<file path="src/rtl/tfs_pkg.sv">
// tfs_pkg: shared types and constants of the telemetry frame serializer
// no dependencies; imported by every module of the block
package tfs_pkg;

  localparam int BYTE_W = 8;
  localparam int VALUE_W = 32;
  localparam int NUM_VALUES = 10;
  localparam int MODE_W = 3;
  localparam int CFG_IDX_W = 2;

  // longest payload is the rc layout: ten 16-bit values
  localparam int MAX_PAYLOAD_BYTES = 20;
  localparam int PAYLOAD_W = MAX_PAYLOAD_BYTES * BYTE_W;
  localparam int LEN_W = 5;
  localparam int HDR_BYTES = 5;
  // byte position within a frame, up to header + payload + checksum - 1
  localparam int POS_W = 5;

  // message types
  localparam logic [MODE_W-1:0] MODE_STATUS  = 3'd0;
  localparam logic [MODE_W-1:0] MODE_SENSOR  = 3'd1;
  localparam logic [MODE_W-1:0] MODE_SENSOR2 = 3'd2;
  localparam logic [MODE_W-1:0] MODE_RC      = 3'd3;
  localparam logic [MODE_W-1:0] MODE_POWER   = 3'd4;
  localparam logic [MODE_W-1:0] MODE_MOTOR   = 3'd5;

  // function ids on the wire
  localparam logic [BYTE_W-1:0] FID_STATUS  = 8'h01;
  localparam logic [BYTE_W-1:0] FID_SENSOR  = 8'h02;
  localparam logic [BYTE_W-1:0] FID_SENSOR2 = 8'h07;
  localparam logic [BYTE_W-1:0] FID_RC      = 8'h03;
  localparam logic [BYTE_W-1:0] FID_POWER   = 8'h05;
  localparam logic [BYTE_W-1:0] FID_MOTOR   = 8'h06;

  // payload lengths in bytes
  localparam logic [LEN_W-1:0] LEN_STATUS  = 5'd12;
  localparam logic [LEN_W-1:0] LEN_SENSOR  = 5'd18;
  localparam logic [LEN_W-1:0] LEN_SENSOR2 = 5'd10;
  localparam logic [LEN_W-1:0] LEN_RC      = 5'd20;
  localparam logic [LEN_W-1:0] LEN_POWER   = 5'd4;
  localparam logic [LEN_W-1:0] LEN_MOTOR   = 5'd16;

  localparam logic [BYTE_W-1:0] SYNC_BYTE = 8'hAA;

  // header byte positions
  localparam logic [2:0] POS_SYNC = 3'd0;
  localparam logic [2:0] POS_SRC  = 3'd1;
  localparam logic [2:0] POS_TGT  = 3'd2;
  localparam logic [2:0] POS_FID  = 3'd3;
  localparam logic [2:0] POS_LEN  = 3'd4;

  // configuration register indexes and reset values
  localparam logic [CFG_IDX_W-1:0] REG_SOURCE_ADDRESS = 2'd0;
  localparam logic [CFG_IDX_W-1:0] REG_TARGET_ADDRESS = 2'd1;
  localparam logic [BYTE_W-1:0] SOURCE_ADDRESS_RST = 8'h05;
  localparam logic [BYTE_W-1:0] TARGET_ADDRESS_RST = 8'hAF;

  // one classified message, payload left aligned, first byte in the top bits
  typedef struct packed {
    logic [BYTE_W-1:0]    fid;
    logic [LEN_W-1:0]     len;
    logic [PAYLOAD_W-1:0] payload;
  } frame_desc_t;

  typedef struct packed {
    logic full;
    logic empty;
  } queue_status_t;

  typedef struct packed {
    logic busy;
  } back_status_t;

endpackage

</file>
<file path="src/rtl/tfs_front.sv">
// tfs_front: classifies a message by type and packs its payload bytes
// depends on tfs_pkg; feeds tfs_queue
module tfs_front
  import tfs_pkg::*;
(
  input  logic                                 rst,
  input  logic                                 in_valid,
  input  logic                                 queue_full,
  input  logic [MODE_W-1:0]                    mode,
  input  logic [NUM_VALUES-1:0][VALUE_W-1:0]   values,
  output logic                                 push,
  output frame_desc_t                          desc
);

  logic known_mode;
  logic [VALUE_W-1:0] v0, v1, v2, v3, v4, v5, v6, v7, v8, v9;

  assign v0 = values[0];
  assign v1 = values[1];
  assign v2 = values[2];
  assign v3 = values[3];
  assign v4 = values[4];
  assign v5 = values[5];
  assign v6 = values[6];
  assign v7 = values[7];
  assign v8 = values[8];
  assign v9 = values[9];

  always_comb begin
    known_mode = 1'b1;
    desc = '0;
    unique case (mode)
      MODE_STATUS: begin
        desc.fid = FID_STATUS;
        desc.len = LEN_STATUS;
        desc.payload = {v0[15:0], v1[15:0], v2[15:0], v3, v4[7:0], v5[7:0], 64'd0};
      end
      MODE_SENSOR: begin
        desc.fid = FID_SENSOR;
        desc.len = LEN_SENSOR;
        desc.payload = {v0[15:0], v1[15:0], v2[15:0], v3[15:0], v4[15:0],
                        v5[15:0], v6[15:0], v7[15:0], v8[15:0], 16'd0};
      end
      MODE_SENSOR2: begin
        desc.fid = FID_SENSOR2;
        desc.len = LEN_SENSOR2;
        desc.payload = {v0, v1, v2[15:0], 80'd0};
      end
      MODE_RC: begin
        desc.fid = FID_RC;
        desc.len = LEN_RC;
        desc.payload = {v0[15:0], v1[15:0], v2[15:0], v3[15:0], v4[15:0],
                        v5[15:0], v6[15:0], v7[15:0], v8[15:0], v9[15:0]};
      end
      MODE_POWER: begin
        desc.fid = FID_POWER;
        desc.len = LEN_POWER;
        desc.payload = {v0[15:0], v1[15:0], 128'd0};
      end
      MODE_MOTOR: begin
        desc.fid = FID_MOTOR;
        desc.len = LEN_MOTOR;
        desc.payload = {v0[15:0], v1[15:0], v2[15:0], v3[15:0], v4[15:0],
                        v5[15:0], v6[15:0], v7[15:0], 32'd0};
      end
      default: begin
        known_mode = 1'b0;
      end
    endcase
  end

  // unknown types are taken and dropped, they make no frame
  assign push = in_valid && !queue_full && known_mode && !rst;

endmodule

</file>
<file path="src/rtl/tfs_queue.sv">
// tfs_queue: short fifo of classified messages between front and back
// depends on tfs_pkg
module tfs_queue
  import tfs_pkg::*;
#(
  parameter int DEPTH = 2
) (
  input  logic          clk,
  input  logic          rst,
  input  logic          push,
  input  frame_desc_t   wr_desc,
  input  logic          pop,
  output frame_desc_t   rd_desc,
  output queue_status_t status
);

  localparam int PTR_W = (DEPTH > 1) ? $clog2(DEPTH) : 1;
  localparam int CNT_W = $clog2(DEPTH + 1);
  localparam logic [PTR_W-1:0] LAST_PTR = PTR_W'(DEPTH - 1);
  localparam logic [CNT_W-1:0] FULL_CNT = CNT_W'(DEPTH);

  frame_desc_t entries [DEPTH];
  logic [PTR_W-1:0] wr_ptr;
  logic [PTR_W-1:0] rd_ptr;
  logic [CNT_W-1:0] count;
  logic do_push;
  logic do_pop;

  assign status.full = (count == FULL_CNT);
  assign status.empty = (count == '0);
  assign do_push = push && !status.full;
  assign do_pop = pop && !status.empty;
  assign rd_desc = entries[rd_ptr];

  always_ff @(posedge clk) begin
    if (do_push) begin
      entries[wr_ptr] <= wr_desc;
    end
  end

  always_ff @(posedge clk) begin
    if (rst) begin
      wr_ptr <= '0;
      rd_ptr <= '0;
      count <= '0;
    end else begin
      if (do_push) begin
        wr_ptr <= (wr_ptr == LAST_PTR) ? '0 : wr_ptr + 1'b1;
      end
      if (do_pop) begin
        rd_ptr <= (rd_ptr == LAST_PTR) ? '0 : rd_ptr + 1'b1;
      end
      if (do_push && !do_pop) begin
        count <= count + 1'b1;
      end else if (do_pop && !do_push) begin
        count <= count - 1'b1;
      end
    end
  end

endmodule

</file>
<file path="src/rtl/tfs_back.sv">
// tfs_back: walks one message through header, payload and checksum bytes
// depends on tfs_pkg; drains tfs_queue into the registered output beat
module tfs_back
  import tfs_pkg::*;
(
  input  logic              clk,
  input  logic              rst,
  input  logic              queue_empty,
  input  frame_desc_t       rd_desc,
  output logic              pop,
  input  logic [BYTE_W-1:0] source_address,
  input  logic [BYTE_W-1:0] target_address,
  output logic              out_valid,
  input  logic              out_stall,
  output logic [BYTE_W-1:0] frame_byte,
  output logic              last_byte,
  output back_status_t      status
);

  localparam logic ST_IDLE = 1'b0;
  localparam logic ST_SEND = 1'b1;

  logic state;
  logic state_next;
  logic [POS_W-1:0] pos;
  logic [BYTE_W-1:0] sum;
  logic [BYTE_W-1:0] fid;
  logic [LEN_W-1:0] len;
  logic [PAYLOAD_W-1:0] payload;

  logic load;
  logic is_last;
  logic is_header;
  logic [BYTE_W-1:0] cur_byte;
  logic [BYTE_W-1:0] hdr_byte;

  assign status.busy = (state == ST_SEND);
  assign pop = (state == ST_IDLE) && !queue_empty;
  // output register free or emptied this cycle
  assign load = (state == ST_SEND) && (!out_valid || !out_stall);
  assign is_last = (pos == (POS_W'(len) + POS_W'(HDR_BYTES)));
  assign is_header = (pos < POS_W'(HDR_BYTES));

  always_comb begin
    unique case (pos[2:0])
      POS_SYNC: hdr_byte = SYNC_BYTE;
      POS_SRC:  hdr_byte = source_address;
      POS_TGT:  hdr_byte = target_address;
      POS_FID:  hdr_byte = fid;
      POS_LEN:  hdr_byte = BYTE_W'(len);
      default:  hdr_byte = '0;
    endcase
  end

  always_comb begin
    if (is_last) begin
      cur_byte = sum;
    end else if (is_header) begin
      cur_byte = hdr_byte;
    end else begin
      cur_byte = payload[PAYLOAD_W-1 -: BYTE_W];
    end
  end

  always_comb begin
    state_next = state;
    unique case (state)
      ST_IDLE: if (!queue_empty) state_next = ST_SEND;
      ST_SEND: if (load && is_last) state_next = ST_IDLE;
      default: state_next = ST_IDLE;
    endcase
  end

  always_ff @(posedge clk) begin
    if (rst) begin
      state <= ST_IDLE;
      out_valid <= 1'b0;
    end else begin
      state <= state_next;
      if (load) begin
        out_valid <= 1'b1;
      end else if (!out_stall) begin
        out_valid <= 1'b0;
      end
    end
  end

  always_ff @(posedge clk) begin
    if (pop) begin
      fid <= rd_desc.fid;
      len <= rd_desc.len;
      payload <= rd_desc.payload;
      pos <= '0;
      sum <= '0;
    end else if (load) begin
      frame_byte <= cur_byte;
      last_byte <= is_last;
      sum <= sum + cur_byte;
      pos <= pos + 1'b1;
      // payload moves up one byte for each payload beat
      if (!is_header && !is_last) begin
        payload <= payload << BYTE_W;
      end
    end
  end

endmodule

</file>
<file path="src/rtl/telemetry_frame_serializer_unit.sv">
// telemetry_frame_serializer_unit: top level of the telemetry frame serializer
// a message beat is written into the queue, popped by the back and its first byte registered at out_valid
// throughput: a frame of n bytes (10 to 26) leaves one byte per cycle while out_stall is low;
// each message is first loaded from the queue, then sent byte by byte
// the front takes new messages until two wait in the queue
// reset (rst, synchronous): queue emptied, back idle, addresses back to 5 and 0xaf
module telemetry_frame_serializer_unit
  import tfs_pkg::*;
#(
  parameter int QUEUE_DEPTH = 2
) (
  input  logic                 clk,
  input  logic                 rst,
  input  logic                 cfg_valid,
  output logic                 cfg_ready,
  input  logic [CFG_IDX_W-1:0] cfg_index,
  input  logic [BYTE_W-1:0]    cfg_data,
  input  logic                 in_valid,
  output logic                 in_stall,
  input  logic [MODE_W-1:0]    mode,
  input  logic [VALUE_W-1:0]   value_0,
  input  logic [VALUE_W-1:0]   value_1,
  input  logic [VALUE_W-1:0]   value_2,
  input  logic [VALUE_W-1:0]   value_3,
  input  logic [VALUE_W-1:0]   value_4,
  input  logic [VALUE_W-1:0]   value_5,
  input  logic [VALUE_W-1:0]   value_6,
  input  logic [VALUE_W-1:0]   value_7,
  input  logic [VALUE_W-1:0]   value_8,
  input  logic [VALUE_W-1:0]   value_9,
  output logic                 out_valid,
  input  logic                 out_stall,
  output logic [BYTE_W-1:0]    frame_byte,
  output logic                 last_byte
);

  logic [BYTE_W-1:0] source_address;
  logic [BYTE_W-1:0] target_address;
  logic [NUM_VALUES-1:0][VALUE_W-1:0] values;
  logic push;
  logic pop;
  frame_desc_t wr_desc;
  frame_desc_t rd_desc;
  queue_status_t q_status;
  back_status_t back_status;

  assign cfg_ready = 1'b1;
  assign in_stall = q_status.full;
  assign values = {value_9, value_8, value_7, value_6, value_5,
                   value_4, value_3, value_2, value_1, value_0};

  always_ff @(posedge clk) begin
    if (rst) begin
      source_address <= SOURCE_ADDRESS_RST;
      target_address <= TARGET_ADDRESS_RST;
    end else if (cfg_valid && cfg_ready) begin
      unique case (cfg_index)
        REG_SOURCE_ADDRESS: source_address <= cfg_data;
        REG_TARGET_ADDRESS: target_address <= cfg_data;
        default: ;
      endcase
    end
  end

  tfs_front u_front (
    .rst        (rst),
    .in_valid   (in_valid),
    .queue_full (q_status.full),
    .mode       (mode),
    .values     (values),
    .push       (push),
    .desc       (wr_desc)
  );

  tfs_queue #(
    .DEPTH (QUEUE_DEPTH)
  ) u_queue (
    .clk     (clk),
    .rst     (rst),
    .push    (push),
    .wr_desc (wr_desc),
    .pop     (pop),
    .rd_desc (rd_desc),
    .status  (q_status)
  );

  tfs_back u_back (
    .clk            (clk),
    .rst            (rst),
    .queue_empty    (q_status.empty),
    .rd_desc        (rd_desc),
    .pop            (pop),
    .source_address (source_address),
    .target_address (target_address),
    .out_valid      (out_valid),
    .out_stall      (out_stall),
    .frame_byte     (frame_byte),
    .last_byte      (last_byte),
    .status         (back_status)
  );

  // queue cannot look full and empty at once
  a_queue_flags: assert property (@(posedge clk) disable iff (rst)
    !(q_status.full && q_status.empty))
    else $error("queue reports full and empty together");

  // a checksum beat is never directly followed by another one
  a_no_double_last: assert property (@(posedge clk) disable iff (rst)
    out_valid && !out_stall && last_byte |=> !(out_valid && last_byte))
    else $error("two checksum beats in a row");

  // once a non-final beat leaves, the next byte of the frame is already waiting
  a_frame_continues: assert property (@(posedge clk) disable iff (rst)
    out_valid && !out_stall && !last_byte |=> out_valid)
    else $error("frame ended without a checksum beat");

endmodule

</file>
<file path="config.mk">
export PLATFORM = sky130hd
export DESIGN_NAME = telemetry_frame_serializer_unit
export DESIGN_NICKNAME = d
export VERILOG_FILES = /design/src/rtl/tfs_pkg.sv /design/src/rtl/tfs_front.sv /design/src/rtl/tfs_queue.sv /design/src/rtl/tfs_back.sv /design/src/rtl/telemetry_frame_serializer_unit.sv
export SDC_FILE = /design/constraint.sdc
export NUM_CORES = 1
export LEC_CHECK = 0
export ABC_AREA = 1
export BUFFER_PORTS_ARGS = -buffer_cell sky130_fd_sc_hd__buf_2
export CAP_MARGIN = 20
export CORE_MARGIN = 4
export CORE_UTILIZATION = 57
export DETAILED_ROUTE_END_ITERATION = 8
export PLACE_DENSITY_LB_ADDON = 0.3
export RECOVER_POWER = 25
export SYNTH_ARGS = -nofsm -noshare
export SYNTH_HDL_FRONTEND = slang
export SYNTH_SLANG_ARGS = --single-unit
</file>
<file path="constraint.sdc">
create_clock -name clk -period 22.2 [get_ports clk]
set_clock_uncertainty 0.2 [all_clocks]
set_input_delay 3.33 -clock clk [delete_from_list [all_inputs] [get_ports clk]]
set_output_delay 3.33 -clock clk [all_outputs]
set_load 0.005 [all_outputs]
</file>
**Word level (Yosys, flattened, before mapping)**

Memory sizes are Yosys's and may differ from the RTL's. A register that Yosys moved wholly into a read port is not among the register bits.
Index checks and enable logic that the tools add are counted.
Widths: inputs -> output; s select.

- Register bits: 217
- Output and inout port bits: 12
- Bits of input ports: 338
- RAM bits: 336
- Logic and storage cells: 92
- Memories kept: 1

Memories:

| name | depth | width | read ports | clocked after Yosys merged registers in | wr ports | line | RTL |
|---|---|---|---|---|---|---|---|
| u_queue.entries | 2 | 168 | 1 | 1 | 1 | tfs_queue.sv:22 | `frame_desc_t entries [DEPTH];` |

- Reduce and logical (&&, ||, !) cells: 33
- Add/sub/neg operators: 7
- Muxes and demuxes: 21
- Eq/ne operators: 13
- Magnitude comparators: 1
- Bitwise operators: 2

Operators by type and width:

| kind | count |
|---|---|
| $pmux 168 s6 | 1 |
| $mux 160 | 3 |
| $pmux 8 s5 | 1 |
| $mux 8 | 2 |
| $eq 3x2->1 const B | 4 |
| $logic_and 1x1->1 | 11 |
| $mux 1 | 11 |
| $eq 3x3->1 const B | 3 |
| $logic_not 1->1 | 9 |
| $add 8x8->8 | 1 |
| $reduce_and 2->1 | 4 |
| $eq 3x1->1 const B | 2 |
| $logic_not 3->1 | 2 |
| $reduce_bool 2->1 | 3 |
| $reduce_or 6->1 | 1 |
| $add 5x1->5 const B | 1 |
| $add 5x3->5 const B | 1 |
| $eq 5x5->1 | 1 |
| $lt 5x3->1 const B | 1 |
| $logic_not 2->1 | 2 |
| $mux 2 | 2 |
| $add 1x1->1 const B | 2 |
| $add 2x1->2 const B | 1 |
| $eq 2x1->1 const B | 1 |
| 6 further kinds | 7 |

**Longest topological paths before layout**

- Word-level depth: 10
- Gate-level depth with buffers: 23

**By module**

From an unflattened synthesis, not the netlist that was laid out.

- Cells, all modules: 2100
- Area total of the unflattened synthesis: 24658.6 sq um

By module, submodules not included:

| module | instances | cells each | area each (sq um) |
|---|---|---|---|
| tfs_queue | 1 | 575 | 12832.3 |
| tfs_back | 1 | 931 | 8912.3 |
| tfs_front | 1 | 502 | 2192.1 |
| telemetry_frame_serializer_unit | 1 | 92 | 721.9 |

**Least setup slack after synthesis**

No wires, ideal clock.

- Path type: input port to flip-flop
- Start: in out_stall
- End: reg u_back.payload[0], enable pin
- Path buffers: 1
- Required time: 21087 ps
- Arrival time: 15404 ps
- Stages: 4
- Slack: 5683 ps
- Setup time: 913 ps
- Path through: nand2_1 nand2_1 clkbuf_1 o31ai_1

- Cells in the longest elaborated chain, start to end: 5

Ends and longest elaborated chain:

| item | line | RTL |
|---|---|---|
| from (decl) | telemetry_frame_serializer_unit.sv:32 | `input logic out_stall,` |
| $logic_not 1->1 | tfs_back.sv:40 | `assign load = (state == ST_SEND) && (!out_valid \|\| !out_stall);` |
| $logic_or 1x1->1 | tfs_back.sv:40 |  |
| $logic_and 1x1->1 | tfs_back.sv:40 |  |
| $reduce_bool 2->1 (no source line) | n/a |  |
| $reduce_and 2->1 (no source line) | n/a |  |
| to (signal assigned) | tfs_back.sv:92 | `payload <= rd_desc.payload;` |
| to (signal assigned) | tfs_back.sv:102 | `payload <= payload << BYTE_W;` |
| to (decl) | tfs_back.sv:29 | `logic [PAYLOAD_W-1:0] payload;` |

No other way between the ends.
A chain may end at the register's enable or synchronous reset.

**Final worst setup path**

- Start: reg u_queue.count[0]
- End: reg u_back.payload[111], data pin

- Cells in the longest elaborated chain, start to end: 4

Ends and longest elaborated chain:

| item | line | RTL |
|---|---|---|
| from (decl) | tfs_queue.sv:25 | `logic [CNT_W-1:0] count;` |
| from (signal assigned) | tfs_queue.sv:54 | `count <= count + 1'b1;` |
| from (signal assigned) | tfs_queue.sv:56 | `count <= count - 1'b1;` |
| $logic_not 2->1 | tfs_queue.sv:30 | `assign status.empty = (count == '0);` |
| $logic_not 1->1 | tfs_back.sv:38 | `assign pop = (state == ST_IDLE) && !queue_empty;` |
| $logic_and 1x1->1 | tfs_back.sv:38 |  |
| $mux 160 | tfs_back.sv:89 | `if (pop) begin` |

No other way between the ends.

==> reports/results.ini <==
[status]
status=finished, violations left
violations=max-capacitance violations, max-slew violations

[critical_path]
r2r_start=u_queue.count[0]
critPathCaptureType=register
regToRegSetupSlack_ns=11.11
r2r_end=u_back.payload[111]
ff2ff_path_depth=6
cp_cell_sequence=inv_1 -> a21oi_1 -> clkinvlp_2 -> clkbuf_1 -> clkbuf_1 -> o21ai_0
worstSetupStartpointType=register
crit_fanout=142
critPathMaxStageDelay_ns=4.33
cp_top_family=buffers and inverters
worstPathArrival_ns=11.23
critPathLaunch=u_queue.count[0]
cp.required_ns=22.34
crit_type=reg -> reg
critPathSlowestCell=clkinvlp_2
cp_common_cell=clkbuf_1
worstPathBufferInverterCount=4

[yosys]
synth_top_area_share_pct=66.08
ys_ff_latch=546
synth_area_sq_um=23180
postSynthAreaPerCell_sq_um=10.94
synthArstFlopShare_pct=0
yosysUniqueCellTypes=44
synth_ff_type=edfxtp_1
seq_area_frac_synth_pct=69.19
yosysWarnings=0
synth_fp_nets=2471
synth_top_area_cell=edfxtp_1
synthTopCellsByArea=edfxtp_1, nand2_1, o21ai_0
syn-instance-count=2118
synth-edff-count=510

[clock_tree]
cts_buffer_depth=3
path_clk_slew_ns=0.06
cts-hold-fix-buffers=0
cts-resized-gates=0
numClockSinks=546
root_buffer=clkbuf_16
cts_setup_buffers=0
numCtsBuffers=53
cts_max_level=2
clk_latency_ns=0.59
cts_tree=built

[worst_hold_path]
hold_end=target_address[0]
hold_depth=2
hold_class=reg -> reg
hp-start=target_address[0]

[timing]
rsz0062_at_grt=no
min_period_ns=11.09
hold_viol=0
max_slew_margin_pct=-181.2
fin_crit_sh_pct=49.94
finalSetupTns_ns=0
tightest_slew_ns=4.195
setup_violations=0
max_freq_ghz=0.09020
slew_violations=529

[placement]
portBuffers=236
dp.cells=2792
globalplace.congestion=0.8658
dpl.hpwl_um=33410

[finish]
final_nets=2677
post_layout_nonfiller_instances=2892
drive_gt1_share_pct=15.18
area_growth_pct=13.74

[detailed_routing]
drt_wl_total_um=52890
wire_per_inst_um=18.29
vias_per_cell=5.415
ant_nets=0
drt_iter0_markers=1533
first_pass_iters=5
vias=15660
drc=0

[grt]
antenna_found_initial=7
grt-ovfl-total=0
track_usage_pct=23.45
grt_max_degree=161
grt_pass1_wl_um=81560
first_global_vias=15300

[floorplan]
ios=350
die_h_um=209.6
core_area_sq_um=40010
die_w_um=209.6
dieArea_sq_um=43950
initial_core_util_pct=57.93
rows=73

[power]
power_density_nw_per_um2=125.5
ir_worst_vdd_mv=0.1476
p_leak_uw=0.01082

[flow_run]
maxCapViolations=8

[cell families (layout without fill, tap and decap cells)]
kind of cell / count (synthesis) / in the layout / share of synthesized area [%]
adders and majority gates: 15 / 15 / 0.8422
xor gates and xnor gates: 5 / 5 / 0.1890
AOI/OAI and AO/OA: 458 / 458 / 10.69
DFF: 546 / 546 / 69.19
muxes: 15 / 15 / 0.7288
and+or+nand+nor: 640 / 640 / 10.86
other: 1 / 3 / 0.01618
buffers and inverters: 438 / 685 / 7.493
[cells in the mapped netlist (2+ instances only)]
cell       count
o211ai_1      12
dfxtp_1       36
nand2_2        5
o21ai_0      266
a31oi_1        6
inv_1        323
nand2_4        2
o2111ai_1      2
nand4_1        2
nand3_1       21
a22o_1         5
o22ai_1       17
a21oi_1       19
xor2_1         3
o21bai_1       3
inv_2          9
clkinv_1       3
o221ai_1      19
nand2_1      482
buf_2         57
ha_1          14
nor3_1         3
buf_4          2
xnor2_1        2
edfxtp_1     510
nand3_2        3
mux2_2        15
o21ai_1      104
nor2_1       116
a22oi_1        3
clkbuf_1      41
[final cells by class]
| type | instances | area, sq um |
|---|---|---|
| Multi-Input combinational cell | 1134 | 5408 |
| Timing Repair Buffer | 253 | 1338 |
| Clock inverter | 26 | 232.7 |
| Antenna cell | 2 | 5.005 |
| Inverter | 336 | 1267 |
| Sequential cell | 546 | 16040 |
| Tap cell | 525 | 656.9 |
| Clock buffer | 70 | 1420 |
| Fill cell | 3052 | 13640 |
[layer usage]
layer / vias to the layer above / routed length [um] / GRT usage [%] / part of all wire, %
met5: - / 61 / 0 / 0.12
li1: 7527 / - / - / -
met4: 10 / 1582 / 7.358 / 3.0
met2: 576 / 25510 / 38.29 / 48
met3: 101 / 4234 / 4.858 / 8.0
met1: 7447 / 21500 / 32.08 / 41
[worst register-to-register path, cell delays in order (launching register included)]
cell and delay (ns):
dfxtp_1 0.36, inv_1 0.09, a21oi_1 1.51, clkinvlp_2 4.34, clkbuf_1 2.10, clkbuf_1 1.51, o21ai_0 0.74
[layout by cell type (no fill, tap or decap), drive strengths merged, types with 3 or more instances in the layout]
cell type / n
ha: 14
xor2: 3
inv: 334
a22o: 5
nor3: 3
bufinv: 4
a31oi: 6
o221ai: 19
mux2: 15
o21bai: 3
o22ai: 17
clkinv: 23
nand2: 489
o21ai: 370
a22oi: 3
nand3: 25
a21oi: 20
nor2: 118
clkbuf: 79
edfxtp: 510
buf: 244
o211ai: 12
dfxtp: 36
[stage by stage]
step           hold WS [ns]  power (uW)  setup WS [ns]  area, sq um  util [%]
2_1_floorplan        0.2261        2279          5.683        23180         -
3_3_place_gp         0.2240        2421          15.78        24720     61.79
3_5_place_dp         0.2475        2459          15.72        24720     61.79
4_1_cts              0.2667        3330          16.36        26370     65.92
5_1_grt              0.2820        3510          9.814        26360     65.90
6_report             0.2681        3309          11.11        26360     65.90
[worst max path at each step]
stage	slack, ns	end	depth (start not counted)
CTS	16.36	u_queue.entries[0][122]	5
global route	9.81	u_back.payload[81]	6
finish	11.11	u_back.payload[111]	6
floorplan	5.68	u_back.payload[0]	4
global placement	15.78	u_queue.entries[0][113]	5
detailed placement	15.72	u_queue.entries[1][57]	5
[report_power, final]
group	internal (uW)	switching, uW	leakage [uW]	total [uW]
sequential	1490	94.0	0.00507	1580
clock	495	370	0.000819	865
combinational	282	580	0.00493	862
[sequential cells by signal (all words and copies together), names as in the netlist, named ones only]
| name | cells |
|---|---|
| source_address | 8 |
| target_address | 8 |
| u_back.fid | 3 |
| u_back.frame_byte | 8 |
| u_back.last_byte | 1 |
| u_back.len | 4 |
| u_back.out_valid | 1 |
| u_back.payload | 160 |
| u_back.pos | 5 |
| u_back.status | 1 |
| u_back.sum | 8 |
| u_queue.count | 2 |
| u_queue.entries | 334 |
| u_queue.rd_ptr | 1 |
| u_queue.wr_ptr | 1 |
No activity file was read; power rests on OpenSTA's default activity.
